[src/sv/lgg_pkg.sv]
// Package: item types, register indexes and fixed constants of the luma gain block.
package lgg_pkg;

    // Field widths
    localparam int SAMPLE_W = 16;
    localparam int COEF_W   = 23;
    localparam int SHIFT_W  = 4;
    localparam int TABLE_AW = 16;
    localparam int GAIN_W   = 16;
    localparam int CFG_IDX_W  = 2;
    localparam int CFG_DATA_W = 23;

    localparam int TABLE_DEPTH = 1 << TABLE_AW;
    localparam logic [SAMPLE_W-1:0] SAMPLE_MAX = 16'hFFFF;

    // Product widths
    localparam int LUMA_PROD_W = SAMPLE_W + COEF_W;
    localparam int GAIN_PROD_W = SAMPLE_W + GAIN_W;

    // Register indexes
    localparam logic [CFG_IDX_W-1:0] REG_COEF_RED   = 2'd0;
    localparam logic [CFG_IDX_W-1:0] REG_COEF_GREEN = 2'd1;
    localparam logic [CFG_IDX_W-1:0] REG_COEF_BLUE  = 2'd2;
    localparam logic [CFG_IDX_W-1:0] REG_OUT_SHIFT  = 2'd3;

    // Register reset values
    localparam logic [COEF_W-1:0]  COEF_RED_RST   = 23'd4304;
    localparam logic [COEF_W-1:0]  COEF_GREEN_RST = 23'd11108;
    localparam logic [COEF_W-1:0]  COEF_BLUE_RST  = 23'd972;
    localparam logic [SHIFT_W-1:0] OUT_SHIFT_RST  = 4'd14;

    // Item actions
    localparam logic ACT_TABLE = 1'b0;
    localparam logic ACT_PIXEL = 1'b1;

    typedef struct packed {
        logic                action;
        logic [SAMPLE_W-1:0] red_in;
        logic [SAMPLE_W-1:0] green_in;
        logic [SAMPLE_W-1:0] blue_in;
        logic [TABLE_AW-1:0] table_addr;
        logic [GAIN_W-1:0]   table_word;
    } in_item_t;

    typedef struct packed {
        logic [SAMPLE_W-1:0] red_out;
        logic [SAMPLE_W-1:0] green_out;
        logic [SAMPLE_W-1:0] blue_out;
    } out_item_t;

endpackage

[src/sv/lgg_gain_lane.sv]
// One gain lane: component times gain, then round-shift and saturate (two stages).
module lgg_gain_lane (
    input  logic                         aclk,
    input  logic                         en,
    input  logic [lgg_pkg::SAMPLE_W-1:0] comp,
    input  logic [lgg_pkg::GAIN_W-1:0]   gain,
    input  logic [lgg_pkg::SHIFT_W-1:0]  out_shift,
    output logic [lgg_pkg::SAMPLE_W-1:0] result
);
    import lgg_pkg::*;

    localparam int BIAS_W = GAIN_PROD_W + 1;

    logic [GAIN_PROD_W-1:0] prod_reg;
    logic [BIAS_W-1:0]      bias;
    logic [BIAS_W-1:0]      biased;
    logic [BIAS_W-1:0]      shifted;
    logic [SAMPLE_W-1:0]    result_next;
    logic [SAMPLE_W-1:0]    result_reg;

    // multiply
    always_ff @(posedge aclk) begin
        if (en) begin
            prod_reg <= GAIN_PROD_W'(comp) * GAIN_PROD_W'(gain);
        end
    end

    // half-step bias only when a shift is applied
    always_comb begin
        if (out_shift != '0) begin
            bias = BIAS_W'(1) << (out_shift - SHIFT_W'(1));
        end else begin
            bias = '0;
        end
        biased  = BIAS_W'(prod_reg) + bias;
        shifted = biased >> out_shift;
        if (shifted > BIAS_W'(SAMPLE_MAX)) begin
            result_next = SAMPLE_MAX;
        end else begin
            result_next = shifted[SAMPLE_W-1:0];
        end
    end

    always_ff @(posedge aclk) begin
        if (en) begin
            result_reg <= result_next;
        end
    end

    assign result = result_reg;

endmodule

[config.mk]
export PLATFORM = sky130hd
export DESIGN_NAME = lgg_gain_lane
export DESIGN_NICKNAME = d
export VERILOG_FILES = /design/src/sv/lgg_pkg.sv /design/src/sv/lgg_gain_lane.sv
export SDC_FILE = /design/constraint.sdc
export NUM_CORES = 1
export LEC_CHECK = 0
export BUFFER_PORTS_ARGS = -buffer_cell sky130_fd_sc_hd__buf_2
export CORE_MARGIN = 5
export CORE_UTILIZATION = 40
export DETAILED_ROUTE_END_ITERATION = 8
export GPL_ROUTABILITY_DRIVEN = 0
export SLEW_MARGIN = 10
export SYNTH_ARGS = -nofsm -noshare
export SYNTH_HDL_FRONTEND = slang
export SYNTH_SLANG_ARGS = --single-unit
[constraint.sdc]
create_clock -name aclk -period 8.7 [get_ports aclk]
set_clock_uncertainty 0.1 [all_clocks]
set_input_delay 1.74 -clock aclk [delete_from_list [all_inputs] [get_ports aclk]]
set_output_delay 1.74 -clock aclk [all_outputs]
set_load 0.02 [all_outputs]
==> results.json <==
{
  "fin_nets": 1827,
  "clockBufferDepth": 2,
  "worstMarginPinSlew_ns": 1.05,
  "cp_max_fo": 16,
  "post-route-period-util": 0.914,
  "synth_ff_type": "edfxtp_1",
  "synth_nets": 1822,
  "via_per_inst": 5.29,
  "grt_pass1_wl_um": 54300,
  "clk_latency_ns": 0.29,
  "routed_wl_um": 32500,
  "cp.required_ns": 8.65,
  "core_um2": 32500,
  "firstDrtPassIters": 5,
  "hpwlAfterDp_um": 26500,
  "synth_area_um2": 13100,
  "grt_pass1_vias": 10300,
  "cts_setup_buffers": 0,
  "start_kind": "primary input",
  "hold_viol_final": 0,
  "grt_max_degree": 49,
  "diodes": 0,
  "portBuffers": 53,
  "clk_pin_slew_ns": 0.06,
  "ant_nets": 0,
  "max_freq_mhz": 126,
  "initial_core_util": 0.403,
  "ir_drop_mv": 0.345,
  "yosys_warnings": 0,
  "cts.sinks": 48,
  "syn-instance-count": 1469,
  "synth_top_area_frac": 0.298,
  "antenna_found_initial": 0,
  "final_layout_size_suffix_gt1_frac": 0.0854,
  "drc": 0,
  "async_flop_share": 0,
  "cts_tree": "yes",
  "cts_resized": 0,
  "place_ws_ns": 0.425,
  "grt_use_total": 0.182,
  "grt-ovfl-total": 0,
  "arrival_ns": 7.90,
  "slew_headroom": 0.297,
  "num_rows": 66,
  "ys_ff_latch": 48,
  "ios": 54,
  "setup_viol": 0,
  "vias": 10100,
  "max_stage_delay_ns": 0.56,
  "wl_per_cell_um": 16.9,
  "fillers": 3270,
  "p_leak_nw": 6.57,
  "power_per_cell_area_nw_per_um2": 375,
  "tns_ns": 0,
  "maxSlewViolCount": 0,
  "min_period_ns": 7.95,
  "finalWorstSetupSlack_ns": 0.746,
  "rsz0062_at_grt": "no",
  "htree_levels": 2,
  "synth-seq-area-share": 0.110,
  "postSynthAreaPerCell_um2": 8.91,
  "timing.hold.worst.class": "reg2reg",
  "netlist_top_cells_area": "fa_1 30%, ha_1 11%, edfxtp_1 11%",
  "synth_edf_count": 48,
  "area_growth_pct": 5.89,
  "cp-end-kind": "register",
  "crit_top_cell": "fa_1",
  "numCtsBuffers": 5,
  "ys_types": 80,
  "cts_root_buf": "clkbuf_16",
  "slowest_stage": "fa_1",
  "die_w_um": 191,
  "max_cap_viol_count": 0,
  "fp.dieH_um": 191,
  "crit_type": "in2reg",
  "cts_hold_buf": 0,
  "synth_area_leader_cell": "fa_1",
  "status": "completed",
  "dr.first_iter.drc_count": 729,
  "largest_register_ffs": 32,
  "die_area_um2": 36400,
  "cp_cell_sequence": "buf_2 > nand2_1 > fa_1 > inv_1 > fa_1 > inv_1 > fa_1 > fa_1 > fa_1 > fa_1 > inv_1 > ha_1 > a21o_1 > a21o_1 > a21oi_1 > o21ai_0 > a31oi_1 > o21ai_0 > a211oi_1 > o21bai_1 > a21oi_1 > xnor2_1"
}
-- final timing paths --
kind                              startpoint           end  slack (ns)  cells past startpoint
worst min-delay path             prod_reg[0]     result[0]        0.98                      7
worst min register to register   prod_reg[0]     result[0]        0.98                      7
worst max-delay path                comp[10]  prod_reg[30]        0.75                     22
worst max register to register  prod_reg[13]    result[13]        4.26                     11
-- metrics by stage --
step / power [W] / cell area [µm²] / util / hold WS (ns) / cells
after global placement: 0.00492 / 13700 / 0.423 / 0.962 / 1909
after detailed placement: 0.00501 / 13700 / 0.423 / 0.974 / 1909
after global routing: 0.00586 / 13900 / 0.427 / 1.09 / 1917
after CTS: 0.00524 / 13900 / 0.427 / 0.993 / 1917
final: 0.00520 / 13900 / 0.427 / 0.981 / 1917
after floorplan: 0.00403 / 13100 / - / 0.855 / 1469
-- per-layer routing --
metal  wire length [µm]  track usage
met1              14600        0.257
met2              15500        0.305
met3               1600       0.0167
met4                805       0.0453
met5                  0            0
-- cell families after synthesis --
| group | synth area share |
|---|---|
| xor+xnor | 0.0402 |
| mux | 0.0545 |
| other cells | 0.000287 |
| buf+inv | 0.0933 |
| simple gates | 0.180 |
| compound gates | 0.108 |
| flops | 0.110 |
| fa+ha+maj | 0.413 |
-- cell type report --
type | instances | area, µm² | share of cell area
clock buffer | 6 | 129 | 0.00930
timing repair buffer | 62 | 333 | 0.0240
multi-input combinational | 1101 | 10400 | 0.752
sequential | 48 | 1440 | 0.104
clock inverter | 2 | 16.3 | 0.00117
tap | 442 | 553 | 0.0399
inverter | 256 | 961 | 0.0693
-- synthesized netlist by cell type, types with 3 or more instances --
cell type,count
a221oi_1,3
inv_1,255
nor3_2,3
o211ai_1,9
o21ai_0,31
nand2b_1,5
xor2_1,19
buf_1,7
fa_1,195
xnor2_1,41
a211o_1,5
a21o_1,18
and3_1,8
mux2_2,14
nand4_1,13
ha_1,120
o2111ai_1,4
a21oi_1,48
a31oi_1,7
nand2_1,203
nor2_1,62
nand3_1,21
clkbuf_1,46
mux4_2,10
mux2i_1,33
and2_1,112
o21ai_1,4
nand3_2,11
a22oi_1,3
a211oi_1,15
o21a_1,7
edfxtp_1,48
nor3_1,11
buf_2,10
and4_1,4
o21bai_1,5
or3_1,4
-- placed cells by master, fill, tap and decap left out, types with 5 or more instances in the layout --
master / count
ha_1: 120
mux4_2: 10
nand3_2: 11
o21ai_0: 31
buf_2: 53
inv_1: 255
a211oi_1: 15
o21a_1: 7
nor3_1: 11
and3_1: 8
o21bai_1: 5
mux2i_1: 33
a211o_1: 5
edfxtp_1: 48
nor2_1: 62
a21oi_1: 48
xor2_1: 19
nand3_1: 21
o211ai_1: 9
nand4_1: 13
a21o_1: 18
nand2b_1: 5
clkbuf_16: 5
mux2_2: 14
nand2_1: 203
buf_4: 9
a31oi_1: 7
fa_1: 195
and2_1: 112
xnor2_1: 41
-- worst max-delay path, delay by kind of cell --
kind | cells | cell delay, ns
buffers and inverters | 4 | 0.46
adder cells (fa/ha/maj) | 7 | 3.40
XOR/XNOR | 1 | 0.08
AND/OR/NAND/NOR | 1 | 0.13
AO/OA/AOI/OAI | 9 | 2.08
-- where the power goes --
part | switching [W] | leakage, nW | internal [W]
Clock | 0.0000849 | 0.0671 | 0.000107
Sequential | 0.0000799 | 0.448 | 0.000550
Combinational | 0.00246 | 6.05 | 0.00191
Note: power is estimated with default switching activity, not from simulation.
