## config.mk

```make
export PLATFORM = sky130hd
export DESIGN_NAME = lgg_luma_lane
export DESIGN_NICKNAME = d
export VERILOG_FILES = /design/src/sv/lgg_pkg.sv /design/src/sv/lgg_luma_lane.sv
export SDC_FILE = /design/constraint.sdc
export NUM_CORES = 1
export LEC_CHECK = 0
export BUFFER_PORTS_ARGS = -buffer_cell sky130_fd_sc_hd__clkbuf_2
export CORE_MARGIN = 2
export CORE_UTILIZATION = 35
export CTS_CLUSTER_DIAMETER = 200
export DETAILED_ROUTE_END_ITERATION = 8
export PLACE_DENSITY = 0.53
export SYNTH_ARGS = -nofsm -noshare
export SYNTH_HDL_FRONTEND = slang
export SYNTH_SLANG_ARGS = --single-unit
```

## constraint.sdc

```tcl
create_clock -name aclk -period 7 [get_ports aclk]
set_input_delay 0.35 -clock aclk [delete_from_list [all_inputs] [get_ports aclk]]
set_output_delay 0.35 -clock aclk [all_outputs]
set_load 0.005 [all_outputs]
```

## src/sv/lgg_pkg.sv

```systemverilog
// Package: item types, register indexes and fixed constants of the luma gain block.
package lgg_pkg;

    // Field widths
    localparam int SAMPLE_W = 16;
    localparam int COEF_W   = 23;
    localparam int SHIFT_W  = 4;
    localparam int TABLE_AW = 16;
    localparam int GAIN_W   = 16;
    localparam int CFG_IDX_W  = 2;
    localparam int CFG_DATA_W = 23;

    localparam int TABLE_DEPTH = 1 << TABLE_AW;
    localparam logic [SAMPLE_W-1:0] SAMPLE_MAX = 16'hFFFF;

    // Product widths
    localparam int LUMA_PROD_W = SAMPLE_W + COEF_W;
    localparam int GAIN_PROD_W = SAMPLE_W + GAIN_W;

    // Register indexes
    localparam logic [CFG_IDX_W-1:0] REG_COEF_RED   = 2'd0;
    localparam logic [CFG_IDX_W-1:0] REG_COEF_GREEN = 2'd1;
    localparam logic [CFG_IDX_W-1:0] REG_COEF_BLUE  = 2'd2;
    localparam logic [CFG_IDX_W-1:0] REG_OUT_SHIFT  = 2'd3;

    // Register reset values
    localparam logic [COEF_W-1:0]  COEF_RED_RST   = 23'd4304;
    localparam logic [COEF_W-1:0]  COEF_GREEN_RST = 23'd11108;
    localparam logic [COEF_W-1:0]  COEF_BLUE_RST  = 23'd972;
    localparam logic [SHIFT_W-1:0] OUT_SHIFT_RST  = 4'd14;

    // Item actions
    localparam logic ACT_TABLE = 1'b0;
    localparam logic ACT_PIXEL = 1'b1;

    typedef struct packed {
        logic                action;
        logic [SAMPLE_W-1:0] red_in;
        logic [SAMPLE_W-1:0] green_in;
        logic [SAMPLE_W-1:0] blue_in;
        logic [TABLE_AW-1:0] table_addr;
        logic [GAIN_W-1:0]   table_word;
    } in_item_t;

    typedef struct packed {
        logic [SAMPLE_W-1:0] red_out;
        logic [SAMPLE_W-1:0] green_out;
        logic [SAMPLE_W-1:0] blue_out;
    } out_item_t;

endpackage

```

## src/sv/lgg_luma_lane.sv

```systemverilog
// One luma lane: component times its luma weight, registered.
module lgg_luma_lane (
    input  logic                            aclk,
    input  logic                            en,
    input  logic [lgg_pkg::SAMPLE_W-1:0]    comp,
    input  logic [lgg_pkg::COEF_W-1:0]      coef,
    output logic [lgg_pkg::LUMA_PROD_W-1:0] prod
);
    import lgg_pkg::*;

    logic [LUMA_PROD_W-1:0] prod_reg;

    // weighted component
    always_ff @(posedge aclk) begin
        if (en) begin
            prod_reg <= LUMA_PROD_W'(comp) * LUMA_PROD_W'(coef);
        end
    end

    assign prod = prod_reg;

endmodule

```

==> results.env <==
NUMBER_OF_ENABLE_FLIP_FLOP_CELLS_AFTER_SYNTHESIS=39
GRT_MAX_DEGREE=40
DR.PASS1.ITERS=4
GLOBALROUTE.TOTALOVERFLOW=0
SYNTH.YOSYS.WARNINGS=0
TIMING.MAX_SLEW.REL_SLACK_PCT=24.7
FINALSETUPVIOLCOUNT=0
CTS.REPAIR_TIMING.SETUP_BUFFER_COUNT=0
WORSTMARGINPINSLEW_NS=1.13
POST-ROUTE-MIN-PERIOD_NS=6.34
LARGEST_REGISTER_FF_COUNT=39
GRT_UTIL_ALL_LAYERS_PCT=18.2
POST_PLACEMENT_SETUP_SLACK_NS=0.336
LAYOUT.FILLER_CELLS=3777
INITIAL_CORE_UTIL_PCT=35.7
NUMBER_OF_BUFFERS_INSERTED_BY_HOLD_REPAIR_AT_CTS=0
LAYOUT.CELLS.MOST_COMMON_LIST='sky130_fd_sc_hd__inv_1, sky130_fd_sc_hd__fa_1, sky130_fd_sc_hd__nand2_1'
CRITICAL_PATH.ENDPOINT_TYPE='flip-flop'
PATH_CLK_SLEW_NS=0.07
DIE_WIDTH_UM=198
MAXCLOCKFREQUENCY_MHz=158
FINALHOLDVIOLATIONS=0
RSZ_0062_RAISED_AFTER_GLOBAL_ROUTING='false'
VIA_COUNT=9468
WIRE_PER_INST_UM=17.3
YOSYSUNIQUECELLTYPES=51
CLOCK_SINK_COUNT=39
HPWL_UM=28000
HTREEDEPTH=2
RUN_STATUS='completed'
DIODES=0
CLOCK-ROOT-BUFFER='sky130_fd_sc_hd__clkbuf_16'
DIE_AREA_UM2=39100
SETUP_TNS_NS=0
TIMING.CRITICAL_PATH.SLOWEST_CELL_DELAY_NS=0.55
CTS_MAX_PATH_BUFFERS=2
MOST_COMMON_CELL_AFTER_LAYOUT_FILL_AND_TAPS_ASIDE='sky130_fd_sc_hd__inv_1'
ORDERED_CELL_LIST_FOR_THE_CRITICAL_PATH='clkbuf_2 -> nand2_1 -> fa_1 -> inv_1 -> fa_1 -> inv_1 -> fa_1 -> inv_1 -> fa_1 -> fa_1 -> inv_1 -> fa_1 -> inv_1 -> ha_1 -> nand4_1 -> or3_1 -> o31ai_4 -> o41ai_4 -> o221ai_2 -> nand2_1 -> xnor2_1'
FINISH.NET_COUNT=1908
VIAS_PER_CELL=4.90
SYNTH.CELL_AREA_UM2=13100
MAXCAPVIOLATIONS=0
FLOW.AREA_GROWTH_FROM_SYNTHESIS_PCT=7.82
POSTROUTEANTENNANETS=0
POST_LAYOUT_UTILIZATION_OF_THE_CORE_PCT=38.5
ANTENNA_FOUND_INITIAL=0
POST_SYNTH.CELL_AREA_AVG_UM2=9.26
WIRELENGTH_UM=33500
CTS.REPAIR.RESIZED=0
MAPPEDNETLISTNETS=1864
CORE.ROWCOUNT=70
WORST_HOLD_PATH_TYPE='in2reg'
DOMINANTREGCELLSYNTH='sky130_fd_sc_hd__edfxtp_1'
FIRST_GLOBAL_VIAS=10200
TIMING_MAX_TRANSITION_VIOLATIONS_FINAL=0
YOSYSSEQAREASHARE_PCT=8.91
CP_MAX_FO=23
DIE-HEIGHT_UM=198
GRT_PASS1_WL_UM=54500
SYN-INSTANCE-COUNT=1420
TIMING.CRITICAL_PATH.SLOWEST_STAGE_CELL='sky130_fd_sc_hd__fa_1'
IO_PORT_BUFS=79
TIMING.HOLD.WORST_PATH_DEPTH=3
FINAL_MIN_PERIOD_OVER_CLOCK_PERIOD_PCT=90.6
WORST_SETUP_PATH_CLASS='in2reg'
SYNTH_SEQ_CELLS=39
CRITPATHREQUIREDTIME_NS=7.05
SYNTH_ASYNC_SR_FLOP_SHARE_PCT=0
TRITONCTS.NUM_BUFFERS=5
TRITONCTS='done'
LAYOUT_CELLS_SIZED_ABOVE_1_PCT=8.40
FLOORPLAN.CORE_AREA_UM2=36800
CP_COMMON_CELL='sky130_fd_sc_hd__fa_1'
FIN_WS_NS=0.659
REMAINING_DRC_ERRORS=0
SETUP.WORST_PATH.START_CLASS='input pin'
GP_ROUTABILITY_CONGESTION=0.805
NUM_IO_PINS=80
ARRIVAL_NS=6.39
INITIALDRTVIOLATIONCOUNT=309
## worst paths after layout
check               start                  to  slack (ns)
setup / recovery  comp[1]  prod[30]$_DFFE_PP_        0.66
hold / removal    coef[0]   prod[0]$_DFFE_PP_        0.70
## critical path: cells and delay by family
| family | cells | cell delay [ns] |
|---|---|---|
| buffers and inverters | 6 | 0.68 |
| XOR/XNOR | 1 | 0.15 |
| adder cells (fa/ha/maj) | 7 | 3.44 |
| AND/OR/NAND/NOR | 4 | 0.93 |
| AO/OA/AOI/OAI | 3 | 0.81 |
## final cells by class
cell class	instances	area (µm²)	share of cell area, %
Clock buffer	5	125	0.883
Inverter	341	1280	9.03
Tap cell	468	586	4.13
Sequential cell	39	1170	8.26
Timing Repair Buffer	96	523	3.69
Clock inverter	3	23.8	0.168
Multi-Input combinational cell	981	10500	73.8
## synthesized netlist by cell type (2+ instances only)
master	instances	area (µm²)
sky130_fd_sc_hd__a2111oi_2	2	30.0
sky130_fd_sc_hd__a211oi_1	5	37.5
sky130_fd_sc_hd__a211oi_2	2	25.0
sky130_fd_sc_hd__a21o_1	14	105
sky130_fd_sc_hd__a21oi_1	28	140
sky130_fd_sc_hd__a21oi_2	2	17.5
sky130_fd_sc_hd__a31oi_1	4	25.0
sky130_fd_sc_hd__a41oi_1	3	26.3
sky130_fd_sc_hd__and2_1	157	982
sky130_fd_sc_hd__and3_1	2	12.5
sky130_fd_sc_hd__and4_1	2	17.5
sky130_fd_sc_hd__clkbuf_1	58	218
sky130_fd_sc_hd__edfxtp_1	39	1170
sky130_fd_sc_hd__fa_1	292	5850
sky130_fd_sc_hd__ha_1	111	1390
sky130_fd_sc_hd__inv_1	341	1280
sky130_fd_sc_hd__nand2_1	234	878
sky130_fd_sc_hd__nand2b_1	4	25.0
sky130_fd_sc_hd__nand3_1	7	35.0
sky130_fd_sc_hd__nand4_1	2	12.5
sky130_fd_sc_hd__nor2_1	20	75.1
sky130_fd_sc_hd__nor2b_1	4	25.0
sky130_fd_sc_hd__nor3_1	5	25.0
sky130_fd_sc_hd__o211ai_1	3	22.5
sky130_fd_sc_hd__o21a_1	4	30.0
sky130_fd_sc_hd__o21ai_0	11	55.1
sky130_fd_sc_hd__o21ai_1	7	35.0
sky130_fd_sc_hd__o31ai_4	2	42.5
sky130_fd_sc_hd__o41ai_4	2	55.1
sky130_fd_sc_hd__or2_2	2	12.5
sky130_fd_sc_hd__or3_1	2	12.5
sky130_fd_sc_hd__xnor2_1	25	219
sky130_fd_sc_hd__xor2_1	6	52.6
## kinds of logic (layout without fill, tap and decap cells)
family          after synthesis  count (layout)  share of synthesized area (%)
simple gates                442             442                           16.2
xor+xnor                     31              31                           2.07
mux                           1               1                         0.0762
flops                        39              39                           8.91
compound gates              104             104                           6.28
fa+ha+maj                   403             403                           55.0
buf+inv                     400             445                           11.5
## through the flow
step	std cells	hold WS [ns]	cell area (µm²)
final	1933	0.704	14200
after global routing	1933	0.724	14200
after detailed placement	1925	0.751	14000
after global placement	1925	0.755	14000
after CTS	1933	0.683	14200
after floorplan	1420	0.462	13100
## layer usage
metal  global-route usage, %  share of wire [%]  routed length (µm)  up-vias
li1                        -                  -                   -     4287
met2                    34.7                 55               18500      155
met4                    4.23                2.2                 738        0
met3                    2.37                3.3                1110       42
met5                       0                  0                   0        -
met1                    21.6                 39               13100     4984
Power is not shown: default switching activity piles up to over one toggle a cycle in this logic, so the estimate is an artifact.
