[config.mk]
export PLATFORM = sky130hd
export DESIGN_NAME = lgg_luma_merge
export DESIGN_NICKNAME = d
export VERILOG_FILES = /design/src/sv/lgg_pkg.sv /design/src/sv/lgg_luma_merge.sv
export SDC_FILE = /design/constraint.sdc
export NUM_CORES = 1
export LEC_CHECK = 0
export ABC_AREA = 1
export BUFFER_PORTS_ARGS = -buffer_cell sky130_fd_sc_hd__buf_2
export CORE_ASPECT_RATIO = 1.25
export CORE_MARGIN = 5
export CORE_UTILIZATION = 50
export DETAILED_ROUTE_END_ITERATION = 10
export GPL_TIMING_DRIVEN = 1
export PLACE_DENSITY_LB_ADDON = 0.15
export SYNTH_ARGS = -nofsm -noshare
export SYNTH_HDL_FRONTEND = slang
export SYNTH_SLANG_ARGS = --single-unit
export TNS_END_PERCENT = 20
[constraint.sdc]
create_clock -name aclk -period 6.1 [get_ports aclk]
set_clock_uncertainty 0.15 [all_clocks]
set_input_delay 0.305 -clock aclk [delete_from_list [all_inputs] [get_ports aclk]]
set_output_delay 0.305 -clock aclk [all_outputs]
set_load 0.01 [all_outputs]
[src/sv/lgg_pkg.sv]
// Package: item types, register indexes and fixed constants of the luma gain block.
package lgg_pkg;

    // Field widths
    localparam int SAMPLE_W = 16;
    localparam int COEF_W   = 23;
    localparam int SHIFT_W  = 4;
    localparam int TABLE_AW = 16;
    localparam int GAIN_W   = 16;
    localparam int CFG_IDX_W  = 2;
    localparam int CFG_DATA_W = 23;

    localparam int TABLE_DEPTH = 1 << TABLE_AW;
    localparam logic [SAMPLE_W-1:0] SAMPLE_MAX = 16'hFFFF;

    // Product widths
    localparam int LUMA_PROD_W = SAMPLE_W + COEF_W;
    localparam int GAIN_PROD_W = SAMPLE_W + GAIN_W;

    // Register indexes
    localparam logic [CFG_IDX_W-1:0] REG_COEF_RED   = 2'd0;
    localparam logic [CFG_IDX_W-1:0] REG_COEF_GREEN = 2'd1;
    localparam logic [CFG_IDX_W-1:0] REG_COEF_BLUE  = 2'd2;
    localparam logic [CFG_IDX_W-1:0] REG_OUT_SHIFT  = 2'd3;

    // Register reset values
    localparam logic [COEF_W-1:0]  COEF_RED_RST   = 23'd4304;
    localparam logic [COEF_W-1:0]  COEF_GREEN_RST = 23'd11108;
    localparam logic [COEF_W-1:0]  COEF_BLUE_RST  = 23'd972;
    localparam logic [SHIFT_W-1:0] OUT_SHIFT_RST  = 4'd14;

    // Item actions
    localparam logic ACT_TABLE = 1'b0;
    localparam logic ACT_PIXEL = 1'b1;

    typedef struct packed {
        logic                action;
        logic [SAMPLE_W-1:0] red_in;
        logic [SAMPLE_W-1:0] green_in;
        logic [SAMPLE_W-1:0] blue_in;
        logic [TABLE_AW-1:0] table_addr;
        logic [GAIN_W-1:0]   table_word;
    } in_item_t;

    typedef struct packed {
        logic [SAMPLE_W-1:0] red_out;
        logic [SAMPLE_W-1:0] green_out;
        logic [SAMPLE_W-1:0] blue_out;
    } out_item_t;

endpackage

[src/sv/lgg_luma_merge.sv]
// Merge stage: sums the three lane products, rounds, shifts and clips to luma.
module lgg_luma_merge #(
    parameter int COEF_FRAC_BITS = 14,
    parameter int LUMA_BITS      = 16
) (
    input  logic                            aclk,
    input  logic                            en,
    input  logic [lgg_pkg::LUMA_PROD_W-1:0] prod_red,
    input  logic [lgg_pkg::LUMA_PROD_W-1:0] prod_green,
    input  logic [lgg_pkg::LUMA_PROD_W-1:0] prod_blue,
    output logic [LUMA_BITS-1:0]            luma
);
    import lgg_pkg::*;

    localparam int SUM_W = LUMA_PROD_W + 2;
    localparam logic [SUM_W-1:0] ROUND_HALF = SUM_W'(64'd1 << (COEF_FRAC_BITS - 1));
    localparam logic [SUM_W-1:0] LUMA_MAX   = SUM_W'((64'd1 << LUMA_BITS) - 64'd1);

    logic [SUM_W-1:0]     sum;
    logic [SUM_W-1:0]     scaled;
    logic [LUMA_BITS-1:0] luma_next;
    logic [LUMA_BITS-1:0] luma_reg;

    // sum, round half, scale down, clip to full scale
    always_comb begin
        sum    = SUM_W'(prod_red) + SUM_W'(prod_green) + SUM_W'(prod_blue) + ROUND_HALF;
        scaled = sum >> COEF_FRAC_BITS;
        if (scaled > LUMA_MAX) begin
            luma_next = '1;
        end else begin
            luma_next = scaled[LUMA_BITS-1:0];
        end
    end

    always_ff @(posedge aclk) begin
        if (en) begin
            luma_reg <= luma_next;
        end
    end

    assign luma = luma_reg;

endmodule

==> reports/results.txt, run 1 <==
GP Congestion = 1.00
Num rows = 41
TritonRoute pass-1 iters = 5
WP data required = 5.91 ns
Clock root cell = clkbuf_16
Die ar. = 12300 sq um
Final WL = 12400 um
Simple-gate portion of the synthesized area = 28.8%
Part of the power in the clock network = 10.4%
Register area = 480 sq um
Largest net degree at the start of global routing = 17
Fin crit period = 3.62 ns
DP HPWL = 11400 um
Static leakage = 3.78 nW
Worst setup SP type = input pin
Hold slack = 0.328 ns
Die width = 100 um
P&R area growth vs syn = 17.4%
Tot GR Track Use = 20.2%
Syn Std Cell Area = 5090 sq um
ANT cells = 0
# IOs = 135
Mapped Nets = 1038
Yosys top cell by area = inv_1
# clock sinks = 16
Synth Area per Inst = 6.31 sq um
Most numerous cell in the Yosys netlist = inv_1
Mux cell area share after synthesis = 0%
XOR/XNOR Fraction of Synth Area = 2.75%
Vias per cell = 4.73
Pre-CTS setup slack = 2.23 ns
Share of the synthesized area in the top cell type = 18.7%
Logic pwr share = 79.2%
Pwr dens = 205 nW/um^2
Max reg flops = 16
Max-cap viol count = 0
Initial antenna violation count = 0
Cells after synthesis = 806
Core area = 10100 sq um
Fmax = 276 MHz
Count of yosys warnings during synthesis = 0
Num CTS Buffers = 3
Fillers = 1086
Slew margin rel. = 65.1%
Compound-cell area share of the yosys netlist = 6.47%
Wirelength per Cell = 11.6 um
Layout Nets = 1174
Slew Viols, Final = 0
Post-layout worst setup margin = 2.48 ns
Critical path class = in -> reg
First-pass GRT wire length = 20600 um
Max H-tree Level = 1
DRC = 0
Internal = 0.556 mW
Share of post-route cells with drive strength above 1 = 16.3%
Synth top area cells = inv_1, ha_1, nand2_1, fa_1, edfxtp_1
CP arrival = 3.43 ns
Worst hold-check path type = in -> reg
Switch share = 54.6%
Yosys cell types = 32
Post-CTS Repair Setup Buffers = 0
Post-synthesis sequential area ratio = 9.44%
Final ANT Viol Nets = 0
#FFs+latches synth = 16
Main combinational cell family by area after synthesis = adder cells
Number of global-route vias before repair = 4925
RSZ-0062 raised after global routing = false
Switching power = 0.669 mW
Setup TNS = 0 ns
Resize count post-CTS = 0
Multi-input gate area = 3630 sq um
Post-synthesis adder-cell area fraction = 33.4%
Maximum VDD drop = 81.0 uV
Initial drt markers = 189
Hold Fails Final Rpt = 0
Endpoints failing setup = 0
Deepest clock path buffer count = 2
Hold buffer count at cts = 0
Synth cell count leaders = inv_1, nand2_1, ha_1
Tightest Pin Transition = 0.522 ns
Status = complete, no violations
Sequential power share = 10.5%
Max Fanout on Critical Path = 16
Via count = 5064
Crit end category = register
Initial Utilization = 50.6%
Ys async rst share = 0%
Chip height = 123 um
Gr ovfl total = 0
Fin crit share = 59.3%
I/O Buffers = 134
CTS tree = built
Clk pin slew, worst setup/hold paths = 0.05 ns
Ys flop type = edfxtp_1
Post-synth EDFFs = 16
## stage by stage
stage / power, mW / cells / utilization, % / instance area, sq um
6_report: 1.23 / 1070 / 59.4 / 5980
5_1_grt: 1.38 / 1070 / 59.4 / 5980
4_1_cts: 1.24 / 1070 / 59.4 / 5980
3_5_place_dp: 1.10 / 1066 / 58.7 / 5900
3_3_place_gp: 1.11 / 1066 / 58.7 / 5900
2_1_floorplan: 0.844 / 806 / - / 5090
## worst paths after layout
kind,slack [ns],from,cells after the start,to
hold / removal,0.33,en,1,luma[4]
setup / recovery,2.48,prod_red[21],16,luma[0]
## cells in the final DEF, fill, tap and decap left out, types with 2 or more instances in the layout
cell,netlist,routed
a21boi_0,2,2
buf_2,1,134
xnor2_1,10,10
nand3_2,3,3
nor2_2,7,7
xor2_1,6,6
nor4_1,2,2
a21oi_1,37,37
fa_1,38,38
nand2b_1,2,2
a31oi_1,4,4
nor2_4,2,2
nand2_1,220,220
ha_1,75,75
nor3_1,6,6
o21bai_1,4,4
edfxtp_1,16,16
inv_1,254,254
nand2_2,2,2
nand3_1,19,19
and2_1,3,3
nand4_1,20,20
nor2_1,53,53
o21ai_0,12,12
clkbuf_16,0,3
## power by group through the flow
stage	sequential (mW)	clock [mW]	combinational [mW]
after detailed placement	0.130	0	0.973
after global placement	0.130	0	0.977
after CTS	0.128	0.128	0.979
final	0.128	0.127	0.970
after global routing	0.129	0.133	1.11
after floorplan	0.134	0	0.710
## kinds of logic after synthesis
kind of cell               after synthesis
xor gates and xnor gates                16
and+or+nand+nor                        343
DFF                                     16
buffers and inverters                  257
AOI/OAI and AO/OA                       61
adders and majority gates              113
## critical path: stages
cell,delay [ns]
buf_2,0.08
inv_1,0.05
fa_1,0.52
inv_1,0.06
ha_1,0.30
ha_1,0.35
a21oi_1,0.23
o21ai_0,0.21
a21oi_1,0.18
nand2_1,0.08
nor2_1,0.25
nor2_1,0.07
a21oi_1,0.13
nand3_1,0.14
nor2_4,0.34
nand4_1,0.15
## layout make-up
class,count,area share [%]
clock inverters,1,0.0628
repair buffers,134,11.2
multi-input cells,533,60.8
inverters,254,16.0
flip-flops and latches,16,8.04
well taps,129,2.70
clock buffers,3,1.26
## per-layer routing
| layer | wire (um) | global-route usage (%) |
|---|---|---|
| met1 | 5110 | 24.1 |
| met2 | 6530 | 38.8 |
| met3 | 582 | 1.48 |
| met4 | 159 | 4.89 |
| met5 | 0 | 0 |
Power figures use the tool's default switching activity.
==> run 2, diff against run 1 <==
==> constraint.sdc (replaced) <==
create_clock -name aclk -period 3.29 [get_ports aclk]
set_clock_uncertainty 0.15 [all_clocks]
set_input_delay 0.1645 -clock aclk [delete_from_list [all_inputs] [get_ports aclk]]
set_output_delay 0.1645 -clock aclk [all_outputs]
set_load 0.01 [all_outputs]
==> run 2 against run 1 <==
Die area is the same. Critical endpoint is now luma[1]. Cell area up 16%. Total power is 140% higher. Critical path depth is 4 higher. Clock power up 76%. Largest power group unchanged. Combinational power grew to 2.5 times the previous value. Critical path type unchanged.
==> reports/results.txt, run 2 (synthesis results as in run 1) <==
Status = complete, no violations
Commonest non-fill, non-tap cell in the layout = inv_1
Worst Hold Launch = en
First-pass GRT wire length = 21600 um (+4.9%)
Layout Utilization = 68.8% (+9.4 points)
Critical path class = in -> reg
GP Congestion = 0.924 (-8.0%)
P&R area growth vs syn = 35.9%
Max-cap viol count = 0 (unchanged)
Max Fanout on Critical Path = 16 (unchanged)
Initial antenna violation count = 0 (unchanged)
Slew margin rel. = 64.6% (-0.48 points)
Num CTS Buffers = 3 (unchanged)
Clock root cell = clkbuf_16
Sequential power share = 8.1% (-2.4 points)
CTS tree = built
# clock sinks = 16 (unchanged)
Hold Fails Final Rpt = 0 (unchanged)
Switch share = 49.2% (-5.4 points)
DP HPWL = 11800 um (+3.3%)
Max reg flops = 16 (unchanged)
Deepest clock path buffer count = 2 (unchanged)
Via count = 5357 (+5.8%)
Die width = 100 um (unchanged)
Pre-CTS setup slack = -0.220 ns (-2.45 ns)
Fmax = 318 MHz
Initial drt markers = 169 (-11%)
Number of global-route vias before repair = 5169 (+5.0%)
Tightest Pin Transition = 0.525 ns (+0.00286 ns)
Max H-tree Level = 1 (unchanged)
Most Frequent Cell on Critical Path = nand2_1
Fillers = 918 (-15%)
Num rows = 41 (unchanged)
TritonRoute pass-1 iters = 5 (unchanged)
I/O Buffers = 134 (unchanged)
Setup TNS = 0 ns (unchanged)
Hold slack = 0.201 ns (-0.127 ns)
CP max stage delay = 0.53 ns (about the same)
Endpoints failing setup = 0 (unchanged)
Gr ovfl total = 0 (unchanged)
CP max stage cell = fa_1
Die ar. = 12300 sq um (unchanged)
DRC = 0 (unchanged)
Share of post-route cells with drive strength above 1 = 28.6% (+12 points)
Part of the power in the clock network = 7.6% (-2.8 points)
Switching power = 1.44 mW (+120%)
Crit-path cells = buf_2 > inv_1 > fa_1 > inv_1 > ha_1 > ha_2 > nand2_2 > inv_1 > a21oi_1 > buf_4 > o21ai_1 > a21oi_1 > nand2_1 > nand2_1 > nand2_1 > nor2_2 > nand2_1 > nor2_4 > buf_12 > nand4_1
Internal = 1.49 mW (+170%)
Layout Nets = 1244 (+6.0%)
Power, Total = 2.93 mW (+140%)
Worst Setup SP = prod_red[21]
Commonest cells after routing, fill and taps aside = inv_1, nand2_1, buf_2, buf_4, ha_1
Static leakage = 4.15 nW (+9.9%)
Clk pin slew, worst setup/hold paths = 0.04 ns (about the same)
Maximum VDD drop = 181 uV (+120%)
Worst hold-check path type = in -> reg
Largest net degree at the start of global routing = 17 (unchanged)
Crit end category = register
Wirelength per Cell = 12.0 um (+3.3%)
CP arrival = 2.97 ns (-0.46 ns)
Worst setup SP type = input pin
ANT cells = 0 (unchanged)
Final WL = 13600 um (+10%)
Pwr dens = 424 nW/um^2 (+110%)
Final ANT Viol Nets = 0 (unchanged)
Logic pwr share = 84.3% (+5.1 points)
Post-layout worst setup margin = 0.143 ns (-2.34 ns)
Fin crit period = 3.15 ns
Initial Utilization = 50.6% (unchanged)
WP data required = 3.11 ns (-2.80 ns)
RSZ-0062 raised after global routing = true
Slew Viols, Final = 0 (unchanged)
# IOs = 135 (unchanged)
Hold buffer count at cts = 0 (unchanged)
Tot GR Track Use = 21.2% (+1.0 points)
Core area = 10100 sq um (unchanged)
Fin crit share = 95.7%
Vias per cell = 4.70 (-0.62%)
Chip height = 123 um (unchanged)
run 2: changes by cell type in the layout (fill, tap and decap cells not counted), moves of 13 or more:
cell | previous run | this run
buf_4 | 0 | 67
ha_1 | 75 | 57
ha_4 | 0 | 16
a21oi_1 | 37 | 23
a21oi_2 | 0 | 14
nand2_1 | 220 | 206
nand2_2 | 2 | 15
run 2: what timing repair did:
item,4_1_cts,5_1_grt
buffers inserted,0,1
endpoints found under the hold margin,0,0
setup endpoints to repair,0,16
resized for setup,0,75
run 2: path summary, 6_finish.rpt:
| path | end | depth (start not counted) |
|---|---|---|
| setup / recovery | luma[1] | 20 |
| hold / removal | luma[13] | 1 |
run 2: layout make-up:
cell class / count / area, sq um / area share, %
well taps: 129 / 161 / 2.33
clock buffers: 3 / 75.1 / 1.09
multi-input cells: 533 / 4010 / 58.0
inverters: 254 / 953 / 13.8
flip-flops and latches: 16 / 480 / 6.95
repair buffers: 204 / 1230 / 17.8
run 2: per-layer routing:
layer  track usage, %  vias up  routed length, um
met5                0        -                  0
li1                 -     2817                  -
met4             5.05        0                144
met3             1.82       14                653
met1             24.8     2404               5300
met2             41.2      122               7530
run 2: critical path: cells and delay by family:
kind / cells / cell delay (ns)
AO/OA/AOI/OAI: 3 / 0.44
adder cells (fa/ha/maj): 3 / 1.15
buffers and inverters: 6 / 0.52
AND/OR/NAND/NOR: 8 / 0.67
run 2: power by group through the flow:
stage | registers, mW | clock network, mW | logic (mW)
2_1_floorplan | 0.248 | 0 | 1.32
3_3_place_gp | 0.241 | 0 | 2.19
3_5_place_dp | 0.241 | 0 | 2.19
4_1_cts | 0.238 | 0.226 | 2.21
5_1_grt | 0.238 | 0.236 | 2.77
6_report | 0.238 | 0.223 | 2.47
run 2: stage by stage:
step | cells | area [sq um]
6_report | 1139 | 6920
5_1_grt | 1139 | 6920
4_1_cts | 1138 | 6530
3_5_place_dp | 1135 | 6450
3_3_place_gp | 1135 | 6450
2_1_floorplan | 806 | 5090
==> run 3, diff against run 2 <==
--- a/config.mk
+++ b/config.mk
@@ -12,7 +12,7 @@
 export CORE_UTILIZATION = 50
 export DETAILED_ROUTE_END_ITERATION = 10
 export GPL_TIMING_DRIVEN = 1
-export PLACE_DENSITY_LB_ADDON = 0.15
+export PLACE_DENSITY = 0.91
 export SYNTH_ARGS = -nofsm -noshare
 export SYNTH_HDL_FRONTEND = slang
 export SYNTH_SLANG_ARGS = --single-unit
==> run 3 against run 2 <==
The run now ends with negative setup slack left. Setup slack worse by 0.15 ns. Die area is the same. Largest power group unchanged. Sequential power about the same. Flip-flop and latch count stayed put. Via count grew 9.0%. Hold slack better by 0.0072 ns. Non-clock buffer count up 1. Cell area rose by 4.3%.
==> reports/results.txt, run 3 (synthesis results as in run 1) <==
Tightest Pin Transition = 0.417 ns (-0.108 ns)
Setup TNS = -0.0113 ns (-0.0113 ns)
Worst hold-check path type = in -> reg
Final ANT Viol Nets = 0 (unchanged)
Non-filler instance count after layout = 1141 (+0.18%)
Via count = 5839 (+9.0%)
Worst Setup SP = prod_red[12]
GP Congestion = 0.971 (+5.2%)
Layout Nets = 1245 (+0.080%)
Pwr dens = 451 nW/um^2 (+6.2%)
Maximum VDD drop = 195 uV (+7.8%)
Tot GR Track Use = 23.7% (+2.5 points)
Deepest clock path buffer count = 2 (unchanged)
I/O Buffers = 134 (unchanged)
Max H-tree Level = 1 (unchanged)
ANT cells = 0 (unchanged)
Hold buffer count at cts = 0 (unchanged)
Inst Count DP = 1135 (unchanged)
Slew Viols, Final = 0 (unchanged)
Fin crit share = 100% (+4.7 points)
Crit end category = register
TritonRoute pass-1 iters = 7 (+2)
Pre-CTS setup slack = -0.347 ns (-0.127 ns)
# IOs = 135 (unchanged)
Status = finished with violations
Share of post-route cells with drive strength above 1 = 32.0% (+3.4 points)
Largest net degree at the start of global routing = 17 (unchanged)
Max Fanout on Critical Path = 8 (-8)
WP data required = 3.11 ns (about the same)
CP arrival = 3.12 ns (+0.15 ns)
Critical path class = in -> reg
Number of global-route vias before repair = 5698 (+10%)
Max reg flops = 16 (unchanged)
Max layer used = met4
P&R area growth vs syn = 41.8%
Wire length on met2 = 9430 um (+25%)
Commonest cells after routing, fill and taps aside = inv_1, nand2_1, buf_2, buf_4, ha_1
Clk pin slew, worst setup/hold paths = 0.05 ns (about the same)
Hold Fails Final Rpt = 0 (unchanged)
Num CTS Buffers = 3 (unchanged)
Core area = 10100 sq um (unchanged)
DRC = 0 (unchanged)
Chip height = 123 um (unchanged)
Hold slack = 0.208 ns (+0.00719 ns)
Gr ovfl total = 0 (unchanged)
Initial drt markers = 336 (+99%)
Met1 wire length = 5950 um (+12%)
Initial Utilization = 50.6% (unchanged)
Worst setup SP type = input pin
Clock root cell = clkbuf_16
CTS tree = built
Static leakage = 4.16 nW (+0.26%)
Max-cap viol count = 0 (unchanged)
Die ar. = 12300 sq um (unchanged)
Fin crit period = 3.30 ns (+0.154 ns)
First-pass GRT wire length = 23800 um (+10%)
DP HPWL = 13300 um (+13%)
Slew margin rel. = 71.9% (+7.3 points)
Fmax = 303 MHz (-4.7%)
Initial antenna violation count = 0 (unchanged)
Num rows = 41 (unchanged)
Endpoints failing setup = 1 (+1)
# clock sinks = 16 (unchanged)
Die width = 100 um (unchanged)
Post-layout worst setup margin = -0.0113 ns (-0.154 ns)
Final WL = 17100 um (+25%)
Failing checks = negative setup slack
Vias per cell = 5.12 (+8.8%)
Worst setup endpoint = luma[11]
Met3 WL = 883 um (+35%)
Commonest non-fill, non-tap cell in the layout = inv_1
Wirelength per Cell = 15.0 um (+25%)
==> run 3: changes by cell type in the layout (fill, tap and decap cells not counted), sizes merged <==
cell and delta:
clkinv +1, clkbuf +1
==> run 3: how the worst min path moves through the flow <==
stage          cells past startpoint      from        to
3_5_place_dp                       1  luma[13]  luma[13]
6_report                           1        en   luma[4]
4_1_cts                            1        en  luma[13]
3_3_place_gp                       1  luma[15]  luma[15]
5_1_grt                            1        en   luma[3]
2_1_floorplan                      0        en   luma[0]
==> run 3: routing by layer <==
metal,vias to the layer above,GRT usage [%]
met3,68,1.48
met4,0,8.17
met1,2687,25.2
li1,2826,-
met5,-,0
met2,258,48.3
==> run 3: through the flow <==
| step | utilization [%] | area (sq um) | total power, mW |
|---|---|---|---|
| 3_3_place_gp | 64.2 | 6450 | 2.38 |
| 3_5_place_dp | 64.2 | 6450 | 2.43 |
| 5_1_grt | 71.8 | 7220 | 3.51 |
| 6_report | 71.8 | 7220 | 3.25 |
| 2_1_floorplan | - | 5090 | 1.57 |
| 4_1_cts | 65.1 | 6550 | 2.70 |
==> run 3: worst max-delay path, stage by stage <==
cell and delay [ns]:
buf_2 0.07, inv_1 0.04, fa_1 0.41, inv_1 0.09, fa_1 0.44, ha_4 0.31, nand2_2 0.08, nor2_1 0.16
inv_1 0.08, nor3_2 0.10, nand2_1 0.08, nand2_1 0.14, nand2_2 0.11, nand3_1 0.10, nand2_1 0.06, inv_1 0.10
nand2_2 0.07, nor2_4 0.16, clkbuf_16 0.18, nand4_1 0.13
==> run 3: cell type report <==
type                       count  area (sq um)
inverter                     254           953
timing repair buffer         205          1260
multi-input combinational    533          4290
sequential                    16           480
fill                         787          2840
clock inverter                 1          3.75
tap                          129           161
clock buffer                   3          75.1
==> run 3: timing repair <==
| item | CTS | global route |
|---|---|---|
| gates resized for setup | 5 | 113 |
| buffers inserted | 0 | 1 |
| setup endpoints to repair | 16 | 16 |
| pin swaps | 1 | 18 |
| gates cloned | 0 | 1 |
==> run 3: where the power goes <==
part | internal (mW) | switching (mW) | total, mW
Combinational | 1.23 | 1.54 | 2.77
Clock | 0.161 | 0.0787 | 0.240
Sequential | 0.235 | 0.00293 | 0.238
Total | 1.63 | 1.63 | 3.25
